## config.mk

```make
export PLATFORM = sky130hd
export DESIGN_NAME = utf8_stream_validator_flat
export DESIGN_NICKNAME = d
export VERILOG_FILES = /design/src/design/u8v_pkg.sv /design/src/design/u8v_if.sv /design/src/design/u8v_front.sv /design/src/design/u8v_queue.sv /design/src/design/u8v_back.sv /design/src/design/utf8_stream_validator.sv /design/src/flat_wrapper.sv
export SDC_FILE = /design/constraint.sdc
export NUM_CORES = 1
export LEC_CHECK = 0
export ABC_CLOCK_PERIOD_IN_PS = 4900
export BUFFER_PORTS_ARGS = -buffer_cell sky130_fd_sc_hd__buf_2
export CAP_MARGIN = 10
export CORE_ASPECT_RATIO = 0.8
export CORE_MARGIN = 4
export CORE_UTILIZATION = 40
export DETAILED_ROUTE_END_ITERATION = 7
export GPL_TIMING_DRIVEN = 0
export SETUP_SLACK_MARGIN = 0.3
export SLEW_MARGIN = 20
export SYNTH_ARGS = -nofsm -noshare
export SYNTH_HDL_FRONTEND = slang
export SYNTH_HIERARCHICAL = 1
export SYNTH_SLANG_ARGS = --single-unit
```

## constraint.sdc

```tcl
create_clock -name clk -period 4.9 [get_ports clk]
set_input_delay 0.49 -clock clk [delete_from_list [all_inputs] [get_ports clk]]
set_output_delay 0.49 -clock clk [all_outputs]
set_load 0.05 [all_outputs]
```

## src/design/u8v_pkg.sv

```systemverilog
// Shared types and constants for the UTF-8 stream validator.
`timescale 1ns / 1ps

package u8v_pkg;

    // Byte value boundaries used by the classifier
    localparam logic [7:0] BYTE_CONT_LO  = 8'h80;
    localparam logic [7:0] BYTE_CONT_HI  = 8'hBF;
    localparam logic [7:0] BYTE_CONT_9F  = 8'h9F;
    localparam logic [7:0] BYTE_CONT_8F  = 8'h8F;
    localparam logic [7:0] BYTE_CONT_90  = 8'h90;
    localparam logic [7:0] BYTE_CONT_A0  = 8'hA0;
    localparam logic [7:0] BYTE_LEAD2_LO = 8'hC2;
    localparam logic [7:0] BYTE_LEAD2_HI = 8'hDF;
    localparam logic [7:0] BYTE_LEAD3_LO = 8'hE0;
    localparam logic [7:0] BYTE_LEAD3_ED = 8'hED;
    localparam logic [7:0] BYTE_LEAD3_HI = 8'hEF;
    localparam logic [7:0] BYTE_LEAD4_LO = 8'hF0;
    localparam logic [7:0] BYTE_LEAD4_HI = 8'hF4;

    // Range rule for the first continuation byte of a sequence
    typedef logic [2:0] u8v_rule_t;
    localparam u8v_rule_t RULE_ANY = 3'd0;  // 80..BF
    localparam u8v_rule_t RULE_E0  = 3'd1;  // A0..BF
    localparam u8v_rule_t RULE_ED  = 3'd2;  // 80..9F
    localparam u8v_rule_t RULE_F0  = 3'd3;  // 90..BF
    localparam u8v_rule_t RULE_F4  = 3'd4;  // 80..8F
    localparam int        RULE_COUNT = 5;

    typedef logic [1:0] u8v_pending_t;

    // Byte class seen as a leading byte
    typedef enum logic [2:0] {
        KIND_ASCII,
        KIND_LEAD2,
        KIND_LEAD3,
        KIND_LEAD4,
        KIND_CONT,
        KIND_BAD
    } u8v_kind_t;

    // Classified byte passed from front to back
    typedef struct packed {
        u8v_kind_t              kind;
        u8v_rule_t              rule;     // rule a leading byte imposes
        logic [RULE_COUNT-1:0]  cont_ok;  // byte passes rule n as continuation
        logic                   eom;
    } u8v_item_t;

endpackage

```

## src/design/u8v_if.sv

```systemverilog
// Handshake channel interfaces for the byte input and the result output.
`timescale 1ns / 1ps

interface u8v_in_if;
    logic       valid;
    logic       ready;
    logic [7:0] data_byte;
    logic       end_of_message;

    modport source (output valid, output data_byte, output end_of_message, input ready);
    modport sink   (input valid, input data_byte, input end_of_message, output ready);
endinterface

interface u8v_out_if;
    logic valid;
    logic ready;
    logic message_valid;

    modport source (output valid, output message_valid, input ready);
    modport sink   (input valid, input message_valid, output ready);
endinterface

```

## src/design/u8v_front.sv

```systemverilog
// Front stage: accepts bytes and classifies them into a registered item.
`timescale 1ns / 1ps

module u8v_front
    import u8v_pkg::*;
(
    input  logic      clk,
    input  logic      rst_n,
    u8v_in_if.sink    byte_in,
    output logic      push_valid,
    input  logic      push_ready,
    output u8v_item_t push_item
);

    logic      stage_valid_reg;
    logic      stage_valid_next;
    u8v_item_t stage_item_reg;
    u8v_item_t class_item;
    logic      accept;
    logic [7:0] b;

    assign b = byte_in.data_byte;

    // Classify the incoming byte
    always_comb
    begin
        class_item      = '0;
        class_item.eom  = byte_in.end_of_message;
        class_item.rule = RULE_ANY;
        if (b inside {[8'h00:8'h7F]})
        begin
            class_item.kind = KIND_ASCII;
        end
        else if (b inside {[BYTE_CONT_LO:BYTE_CONT_HI]})
        begin
            class_item.kind = KIND_CONT;
        end
        else if (b inside {[BYTE_LEAD2_LO:BYTE_LEAD2_HI]})
        begin
            class_item.kind = KIND_LEAD2;
        end
        else if (b inside {[BYTE_LEAD3_LO:BYTE_LEAD3_HI]})
        begin
            class_item.kind = KIND_LEAD3;
            if (b == BYTE_LEAD3_LO)
                class_item.rule = RULE_E0;
            else if (b == BYTE_LEAD3_ED)
                class_item.rule = RULE_ED;
        end
        else if (b inside {[BYTE_LEAD4_LO:BYTE_LEAD4_HI]})
        begin
            class_item.kind = KIND_LEAD4;
            if (b == BYTE_LEAD4_LO)
                class_item.rule = RULE_F0;
            else if (b == BYTE_LEAD4_HI)
                class_item.rule = RULE_F4;
        end
        else
        begin
            class_item.kind = KIND_BAD;
        end

        // Continuation checks for every first-byte rule
        class_item.cont_ok[RULE_ANY] = b inside {[BYTE_CONT_LO:BYTE_CONT_HI]};
        class_item.cont_ok[RULE_E0]  = b inside {[BYTE_CONT_A0:BYTE_CONT_HI]};
        class_item.cont_ok[RULE_ED]  = b inside {[BYTE_CONT_LO:BYTE_CONT_9F]};
        class_item.cont_ok[RULE_F0]  = b inside {[BYTE_CONT_90:BYTE_CONT_HI]};
        class_item.cont_ok[RULE_F4]  = b inside {[BYTE_CONT_LO:BYTE_CONT_8F]};
    end

    // Stage register: refills in the same cycle it drains
    assign byte_in.ready = !stage_valid_reg || push_ready;
    assign accept        = byte_in.valid && byte_in.ready;

    always_comb
    begin
        stage_valid_next = stage_valid_reg;
        if (accept)
            stage_valid_next = 1'b1;
        else if (push_ready)
            stage_valid_next = 1'b0;
    end

    always_ff @(posedge clk or negedge rst_n)
    begin
        if (!rst_n)
            stage_valid_reg <= 1'b0;
        else
            stage_valid_reg <= stage_valid_next;
    end

    always_ff @(posedge clk)
    begin
        if (accept)
            stage_item_reg <= class_item;
    end

    assign push_valid = stage_valid_reg;
    assign push_item  = stage_item_reg;

endmodule

```

## src/design/u8v_queue.sv

```systemverilog
// Small FIFO of classified items between front and back.
`timescale 1ns / 1ps

module u8v_queue
    import u8v_pkg::*;
#(
    parameter int DEPTH = 2
)
(
    input  logic      clk,
    input  logic      rst_n,
    input  logic      push_valid,
    output logic      push_ready,
    input  u8v_item_t push_item,
    output logic      pop_valid,
    input  logic      pop_ready,
    output u8v_item_t pop_item
);

    localparam int PTR_W = (DEPTH > 1) ? $clog2(DEPTH) : 1;
    localparam int CNT_W = $clog2(DEPTH + 1);
    localparam logic [PTR_W-1:0] PTR_LAST = PTR_W'(DEPTH - 1);
    localparam logic [CNT_W-1:0] CNT_FULL = CNT_W'(DEPTH);

    u8v_item_t          slot_reg [DEPTH];
    logic [PTR_W-1:0]   wr_ptr_reg;
    logic [PTR_W-1:0]   wr_ptr_next;
    logic [PTR_W-1:0]   rd_ptr_reg;
    logic [PTR_W-1:0]   rd_ptr_next;
    logic [CNT_W-1:0]   count_reg;
    logic [CNT_W-1:0]   count_next;
    logic               do_push;
    logic               do_pop;

    assign push_ready = (count_reg != CNT_FULL);
    assign pop_valid  = (count_reg != '0);
    assign do_push    = push_valid && push_ready;
    assign do_pop     = pop_valid && pop_ready;
    assign pop_item   = slot_reg[rd_ptr_reg];

    // Pointer and fill count update
    always_comb
    begin
        wr_ptr_next = wr_ptr_reg;
        rd_ptr_next = rd_ptr_reg;
        count_next  = count_reg;
        if (do_push)
            wr_ptr_next = (wr_ptr_reg == PTR_LAST) ? '0 : wr_ptr_reg + 1'b1;
        if (do_pop)
            rd_ptr_next = (rd_ptr_reg == PTR_LAST) ? '0 : rd_ptr_reg + 1'b1;
        if (do_push && !do_pop)
            count_next = count_reg + 1'b1;
        else if (do_pop && !do_push)
            count_next = count_reg - 1'b1;
    end

    always_ff @(posedge clk or negedge rst_n)
    begin
        if (!rst_n)
        begin
            wr_ptr_reg <= '0;
            rd_ptr_reg <= '0;
            count_reg  <= '0;
        end
        else
        begin
            wr_ptr_reg <= wr_ptr_next;
            rd_ptr_reg <= rd_ptr_next;
            count_reg  <= count_next;
        end
    end

    always_ff @(posedge clk)
    begin
        if (do_push)
            slot_reg[wr_ptr_reg] <= push_item;
    end

`ifndef SYNTHESIS
    // Fill count never passes the depth
    assert property (@(posedge clk) disable iff (!rst_n) count_reg <= CNT_FULL)
        else $error("queue count above depth");

    // Pointers stay in step with the count
    assert property (@(posedge clk) disable iff (!rst_n)
        (count_reg == '0 || count_reg == CNT_FULL) |-> (wr_ptr_reg == rd_ptr_reg))
        else $error("queue pointers out of step with count");
`endif

endmodule

```

## src/design/u8v_back.sv

```systemverilog
// Back stage: sequence tracking, sticky error and registered verdict.
`timescale 1ns / 1ps

module u8v_back
    import u8v_pkg::*;
(
    input  logic      clk,
    input  logic      rst_n,
    input  logic      pop_valid,
    output logic      pop_ready,
    input  u8v_item_t pop_item,
    u8v_out_if.source result_out
);

    u8v_pending_t pending_reg;
    u8v_pending_t pending_next;
    u8v_rule_t    rule_reg;
    u8v_rule_t    rule_next;
    logic         error_reg;
    logic         error_next;
    logic         out_valid_reg;
    logic         out_valid_next;
    logic         verdict_reg;
    logic         do_pop;
    logic         cont_pass;

    assign pop_ready = !out_valid_reg || result_out.ready;
    assign do_pop    = pop_valid && pop_ready;

    // Continuation check under the current first-byte rule
    always_comb
    begin
        case (rule_reg)
            RULE_E0: cont_pass = pop_item.cont_ok[RULE_E0];
            RULE_ED: cont_pass = pop_item.cont_ok[RULE_ED];
            RULE_F0: cont_pass = pop_item.cont_ok[RULE_F0];
            RULE_F4: cont_pass = pop_item.cont_ok[RULE_F4];
            default: cont_pass = pop_item.cont_ok[RULE_ANY];
        endcase
    end

    // Sequence state update for one transaction
    always_comb
    begin
        pending_next = pending_reg;
        rule_next    = rule_reg;
        error_next   = error_reg;
        if (pending_reg != '0)
        begin
            if (cont_pass)
                pending_next = pending_reg - 1'b1;
            else
            begin
                error_next   = 1'b1;
                pending_next = '0;
            end
            rule_next = RULE_ANY;
        end
        else
        begin
            case (pop_item.kind)
                KIND_ASCII: ;
                KIND_LEAD2:
                begin
                    pending_next = 2'd1;
                    rule_next    = RULE_ANY;
                end
                KIND_LEAD3:
                begin
                    pending_next = 2'd2;
                    rule_next    = pop_item.rule;
                end
                KIND_LEAD4:
                begin
                    pending_next = 2'd3;
                    rule_next    = pop_item.rule;
                end
                default: error_next = 1'b1;
            endcase
        end
    end

    assign out_valid_next = (do_pop && pop_item.eom) ||
                            (out_valid_reg && !result_out.ready);

    always_ff @(posedge clk or negedge rst_n)
    begin
        if (!rst_n)
        begin
            pending_reg   <= '0;
            rule_reg      <= RULE_ANY;
            error_reg     <= 1'b0;
            out_valid_reg <= 1'b0;
        end
        else
        begin
            out_valid_reg <= out_valid_next;
            if (do_pop)
            begin
                if (pop_item.eom)
                begin
                    pending_reg <= '0;
                    rule_reg    <= RULE_ANY;
                    error_reg   <= 1'b0;
                end
                else
                begin
                    pending_reg <= pending_next;
                    rule_reg    <= rule_next;
                    error_reg   <= error_next;
                end
            end
        end
    end

    // Verdict register, loaded at the last byte of a message
    always_ff @(posedge clk)
    begin
        if (do_pop && pop_item.eom)
            verdict_reg <= !error_next && (pending_next == '0);
    end

    assign result_out.valid         = out_valid_reg;
    assign result_out.message_valid = verdict_reg;

`ifndef SYNTHESIS
    // A narrowed rule only lives while two or more continuations are owed
    assert property (@(posedge clk) disable iff (!rst_n)
        (rule_reg != RULE_ANY) |-> (pending_reg >= 2'd2))
        else $error("narrowed rule without open multi-byte sequence");

    // Message end clears all sequence state
    assert property (@(posedge clk) disable iff (!rst_n)
        (do_pop && pop_item.eom) |=> (pending_reg == '0 && !error_reg && rule_reg == RULE_ANY))
        else $error("state not cleared after last byte");

    // A last byte always produces a pending verdict
    assert property (@(posedge clk) disable iff (!rst_n)
        (do_pop && pop_item.eom) |=> out_valid_reg)
        else $error("verdict missing after last byte");
`endif

endmodule

```

## src/design/utf8_stream_validator.sv

```systemverilog
// Top level of the UTF-8 stream validator.
`timescale 1ns / 1ps

// Checks a byte stream for well-formed UTF-8, one message at a time. Bytes
// arrive on byte_in with end_of_message marking each message's last byte;
// for that byte, and only that byte, one transaction leaves on result_out
// with message_valid = 1 when the message had no bad leading byte, no bad
// continuation and no sequence cut off at the end. The block sustains one
// byte per clock while result_out takes its results: a classification
// register, a small item queue and the sequence tracker each pass one item
// a cycle unless held, and the verdict sits in its own output register so
// a stalled result does not stop byte intake until the queue and the
// classification register are full. The verdict for a last byte passes the
// classification register, a queue slot and the verdict register on its
// way to result_out. The queue depth is set by QUEUE_DEPTH.

module utf8_stream_validator
    import u8v_pkg::*;
#(
    parameter int QUEUE_DEPTH = 2
)
(
    input  logic       clk,
    input  logic       rst_n,
    u8v_in_if.sink     byte_in,
    u8v_out_if.source  result_out
);

    logic      push_valid;
    logic      push_ready;
    u8v_item_t push_item;
    logic      pop_valid;
    logic      pop_ready;
    u8v_item_t pop_item;

    u8v_front u_front (
        .clk        (clk),
        .rst_n      (rst_n),
        .byte_in    (byte_in),
        .push_valid (push_valid),
        .push_ready (push_ready),
        .push_item  (push_item)
    );

    u8v_queue #(
        .DEPTH (QUEUE_DEPTH)
    ) u_queue (
        .clk        (clk),
        .rst_n      (rst_n),
        .push_valid (push_valid),
        .push_ready (push_ready),
        .push_item  (push_item),
        .pop_valid  (pop_valid),
        .pop_ready  (pop_ready),
        .pop_item   (pop_item)
    );

    u8v_back u_back (
        .clk        (clk),
        .rst_n      (rst_n),
        .pop_valid  (pop_valid),
        .pop_ready  (pop_ready),
        .pop_item   (pop_item),
        .result_out (result_out)
    );

endmodule

```

## src/flat_wrapper.sv

```systemverilog
// flat-port wrapper written by rule: the top's interface ports become plain ports
module utf8_stream_validator_flat import u8v_pkg::*;
#(
    parameter int QUEUE_DEPTH = 2
)
  (clk, rst_n, byte_in_valid, byte_in_data_byte, byte_in_end_of_message, byte_in_ready, result_out_valid, result_out_message_valid, result_out_ready);
  u8v_in_if byte_in_i ();
  u8v_out_if result_out_i ();
  input  logic clk;
  input  logic rst_n;
  input wire logic [$bits(byte_in_i.valid)-1:0] byte_in_valid;
  input wire logic [$bits(byte_in_i.data_byte)-1:0] byte_in_data_byte;
  input wire logic [$bits(byte_in_i.end_of_message)-1:0] byte_in_end_of_message;
  output wire logic [$bits(byte_in_i.ready)-1:0] byte_in_ready;
  output wire logic [$bits(result_out_i.valid)-1:0] result_out_valid;
  output wire logic [$bits(result_out_i.message_valid)-1:0] result_out_message_valid;
  input wire logic [$bits(result_out_i.ready)-1:0] result_out_ready;
  assign byte_in_i.valid = byte_in_valid;
  assign byte_in_i.data_byte = byte_in_data_byte;
  assign byte_in_i.end_of_message = byte_in_end_of_message;
  assign byte_in_ready = byte_in_i.ready;
  assign result_out_valid = result_out_i.valid;
  assign result_out_message_valid = result_out_i.message_valid;
  assign result_out_i.ready = result_out_ready;
  utf8_stream_validator #(.QUEUE_DEPTH(QUEUE_DEPTH)) u_core (.clk(clk), .rst_n(rst_n), .byte_in(byte_in_i), .result_out(result_out_i));
endmodule
```

# After elaboration in Yosys (flattened, before gate mapping)

Memory sizes are Yosys's and may differ from the RTL's.
Cells that the tools add are included.
Widths: inputs -> output; s select.

Bits in registers: 25
Bits in writable memories: 24
Input port bits: 13
Output and inout port bits: 3
Word-level logic and storage cells: 114
Memories kept: 1

Memory list:

| name                    | depth | width | read ports | clocked after memory_dff | wr ports | line            | text |
|---|---|---|---|---|---|---|---|
| u_core.u_queue.slot_reg | 2     | 12    | 1          | 0                        | 1        | u8v_queue.sv:25 | `u8v_item_t slot_reg [DEPTH];` |

Add/sub/neg operators: 5
Magnitude comparators: 14
Equality and inequality tests: 12
Multiplexer cells: 29
Reduce and logical (&&, ||, !) cells: 38

Operators by type and width:

| operator            | number |
|---|---|
| $ge 8x8->1 const B  | 6 |
| $le 8x8->1 const B  | 6 |
| $eq 8x8->1 const B  | 4 |
| $mux 3              | 8 |
| $logic_and 1x1->1   | 17 |
| $mux 2              | 7 |
| $eq 3x2->1 const B  | 4 |
| $mux 1              | 10 |
| $ge 8x1->1 const B  | 1 |
| $le 8x7->1 const B  | 1 |
| $reduce_bool 2->1   | 4 |
| $eq 3x1->1 const B  | 2 |
| $logic_not 1->1     | 6 |
| $mux 6              | 1 |
| $pmux 2 s3          | 1 |
| $pmux 3 s2          | 1 |
| $pmux 1 s4          | 1 |
| $reduce_bool 4->1   | 1 |
| $reduce_or 2->1     | 2 |
| $reduce_or 4->1     | 1 |
| $sub 2x1->2 const B | 2 |
| $eq 3x3->1 const B  | 1 |
| $logic_not 3->1     | 1 |
| $logic_or 1x1->1    | 3 |
| other kinds (6)     | 7 |

# Longest topological paths before layout

Depth in word-level cells: 7
Depth in mapped cells: 7
Mapped depth without buffers: 7

# Hierarchy

The synthesis kept the hierarchy.

By module, submodules not included:

| module    | instances | cells an instance | area each (um2) | sequential area each (um2) |
|---|---|---|---|---|
| u8v_queue | 1         | 55                | 1078.5          | 820.8 |
| u8v_front | 1         | 41                | 550.5           | 385.4 |
| u8v_back  | 1         | 59                | 536.8           | 205.2 |

# Least setup slack after synthesis

No wires, ideal clock.

Kind: reg2reg
Start point: register u_core.u_queue.rd_ptr_reg
End point: register u_core.u_back.verdict_reg (netlist: u_core/u_back/result_out.message_valid), data pin
Data arrival time: 1.598 ns
Data required time: 4.640 ns
Setup slack: 3.042 ns
Cell stages (with the launch flop): 7
Path through: dfrtp_1 -> buf_6 -> mux2_2 -> or4b_1 -> o31a_2 -> nand4b_1 -> a211oi_1

RTL lines:

| element                | line            | text |
|---|---|---|
| start, declared        | u8v_queue.sv:28 | `logic [PTR_W-1:0] rd_ptr_reg;` |
| start signal, assigned | u8v_queue.sv:68 | `rd_ptr_reg <= rd_ptr_next;` |
| end signal, assigned   | u8v_back.sv:120 | `verdict_reg <= !error_next && (pending_next == '0);` |
| end, declared          | u8v_back.sv:23  | `logic verdict_reg;` |

==> reports/metrics.cfg <==
[floorplan]
ioPinCount = 16
die_area_sq_um = 6660
core_area_sq_um = 5120
die-width_um = 90.3
die_h_um = 73.8
start_util_pct = 42.3
row_count = 23

[global_routing]
grt_remaining_overflow = 0
antenna_found_initial = 0
grt_pass1_vias = 1278
grt_max_degree = 18
grt_pass1_wl_um = 6290
grtUsageTotal_pct = 12.3

[timing]
max_freq_ghz = 0.486
hold_ws_ns = 0.0559
finalSetupViolCount = 0
setup_ws_ns = 2.84
finalCriticalPeriod_ns = 2.06
worst_pin_slew_ns = 1.04
slew_headroom_pct = 30.5
slew_violations = 0
worst_clock_skew_ns = 0.0107
hold_viol_final = 0
rsz0062_at_grt = no
post-route-period-util_pct = 42.0
setup_tns_ns = 0

[layout]
nFillCells = 463
drive_above_1_share_pct = 26.6
fin_nets = 191
ff_latch_area_sq_um = 1410
largest_reg_flops = 24
fin_util_pct = 47.0
multi_input_area_sq_um = 693
antenna_cells = 0
areaGrowthSynthToFinish_pct = 11.1

[synth]
yosysMostFrequentCell = edfxtp_1
synth_top_cell_by_area = edfxtp_1
synth_ff_type = edfxtp_1
synth-seq-cells = 49
synth_compound_area_share_pct = 6.24
async_flop_share_pct = 24.5
synth_area_per_cell_sq_um = 14.0
ys_types = 41
synth_top_family_by_area = simple AND/OR/NAND/NOR gates
yosys.area.top_type_share_pct = 51.3
synth_common_cells = edfxtp_1, mux2_2, dfrtp_1, inv_1, nand2_1
synthSimpleGateAreaFrac_pct = 13.1
synth_xor_area_share_pct = 2.02
synth.yosys.seq_area_share_pct = 65.2
synth_fa_ha_area_share_pct = 1.16
netlist_area_sq_um = 2170
netlist_top_cells_area = edfxtp_1, dfrtp_1, mux2_2
synth.area.mux_share_pct = 9.53
syn-num-nets = 170
syn_inst = 155
synth_edf_count = 37
yosys_warnings = 6

[critical_path]
cp.required_ns = 5.07
endpoint_kind = flop
cp.arrival_ns = 2.23
r2r_slack_ns = 2.84
worstSetupStartpointType = flop
worstSetupPathType = reg2reg
cp_max_fo = 10

[power_and_ir_drop]
combPwrFrac_pct = 37.2
seqPwrFrac_pct = 46.2
peakVddDrop_uv = 253
power_switching_uw = 504
leakage_nw = 0.933
p_clk_share_pct = 16.6
power_density_nw_per_um2 = 599
intPower_uw = 938
p_sw_share_pct = 35.0

[worst_hold_path]
holdCritPathClass = in2async

[run_status]
status = complete, no violations

[detailed_routing]
viasPerCell = 5.15
detail_route.iter0.violations = 85
firstDrtPassIters = 4
vias = 1230
wl_per_cell_um = 15.1
drtAntennaViolNets = 0
drc = 0
wirelength_um = 3610

[clock_tree]
post_cts_resized = 0
cts_tree = done
numCtsBuffers = 5
hold_buffers = 0
clk_pin_slew_worst_paths_ns = 0.10
clockBufferDepth = 2
htree_num_levels = 2
postCtsSetupRepairBufs = 0
cts.sinks = 49
clk_latency_ns = 0.30
ctsRootBufferMaster = clkbuf_8

[place]
routabilityCongestion = 0.775
hpwlAfterDp_um = 2660
port_buffers = 14
place_ws_ns = 2.87

[run]
cap_violations = 0

==> path summary, 6_finish.rpt <==
path | startpoint | to | depth (start not counted)
max | u_core/u_queue/rd_ptr_reg | u_core/u_back/pending_reg[1] | 6
min | rst_n | u_core/u_front/push_valid | 1
max reg2reg | u_core/u_queue/rd_ptr_reg | u_core/u_back/pending_reg[1] | 6
min reg2reg | u_core/u_front/push_item[10] | u_core/u_queue/slot_reg[1][10] | 0
max in group asynchronous | rst_n | u_core/u_back/error_reg | 1
min in group clk | byte_in_end_of_message | u_core/u_front/push_item[0] | 1
==> stage by stage <==
| stage | total power [mW] | instances | cell area, sq um |
|---|---|---|---|
| finish | 1.44 | 239 | 2410 |
| global route | 1.55 | 239 | 2410 |
| global placement | 1.19 | 231 | 2310 |
| CTS | 1.46 | 239 | 2410 |
| detailed placement | 1.21 | 231 | 2310 |
| floorplan | 1.09 | 155 | 2170 |
==> metal layers <==
metal	up-vias	global-route usage (%)	wire length, um
met2	29	19.5	1640
met5	-	0	0
met3	10	3.17	161
met4	0	5.94	80
li1	610	-	-
met1	581	15.8	1730
==> power by group through the flow <==
stage / sequential [mW] / combinational [mW] / clock (mW)
final: 0.667 / 0.536 / 0.239
after global routing: 0.681 / 0.595 / 0.273
after CTS: 0.669 / 0.540 / 0.250
after detailed placement: 0.678 / 0.536 / 0
after global placement: 0.668 / 0.524 / 0
after floorplan: 0.685 / 0.404 / 0
==> kinds of logic after synthesis <==
| family | Yosys count |
|---|---|
| buf+inv | 14 |
| fa+ha+maj | 2 |
| flops | 49 |
| simple gates | 48 |
| xor+xnor | 5 |
| compound gates | 18 |
| mux | 19 |
==> critical path, cell delays in order, from the launching register on <==
cell and delay, ns:
dfrtp_1 0.44, buf_6 0.19, mux2_2 0.39, nor2b_1 0.21, a21oi_1 0.08, mux2_2 0.27
o41ai_1 0.36
==> final cells by class <==
class | count | share of cell area [%]
well taps | 62 | 3.22
plain buffers | 3 | 0.832
clock inverters | 3 | 1.04
inverters | 11 | 1.72
clock buffers | 5 | 2.86
repair buffers | 14 | 2.91
multi-input cells | 92 | 28.8
flip-flops and latches | 49 | 58.6
==> layout by cell type (no fill, tap or decap), drive strengths merged, types with 3 or more instances in the layout <==
| cell type | n |
|---|---|
| xnor2 | 3 |
| inv | 12 |
| dfrtp | 12 |
| nor2b | 3 |
| buf | 16 |
| nand2 | 11 |
| and3 | 4 |
| mux2 | 13 |
| a21oi | 4 |
| edfxtp | 37 |
| mux2i | 6 |
| o21ai | 3 |
| clkbuf | 6 |
| nor2 | 9 |
| nand2b | 7 |
Note: power is estimated with default switching activity, not from simulation.
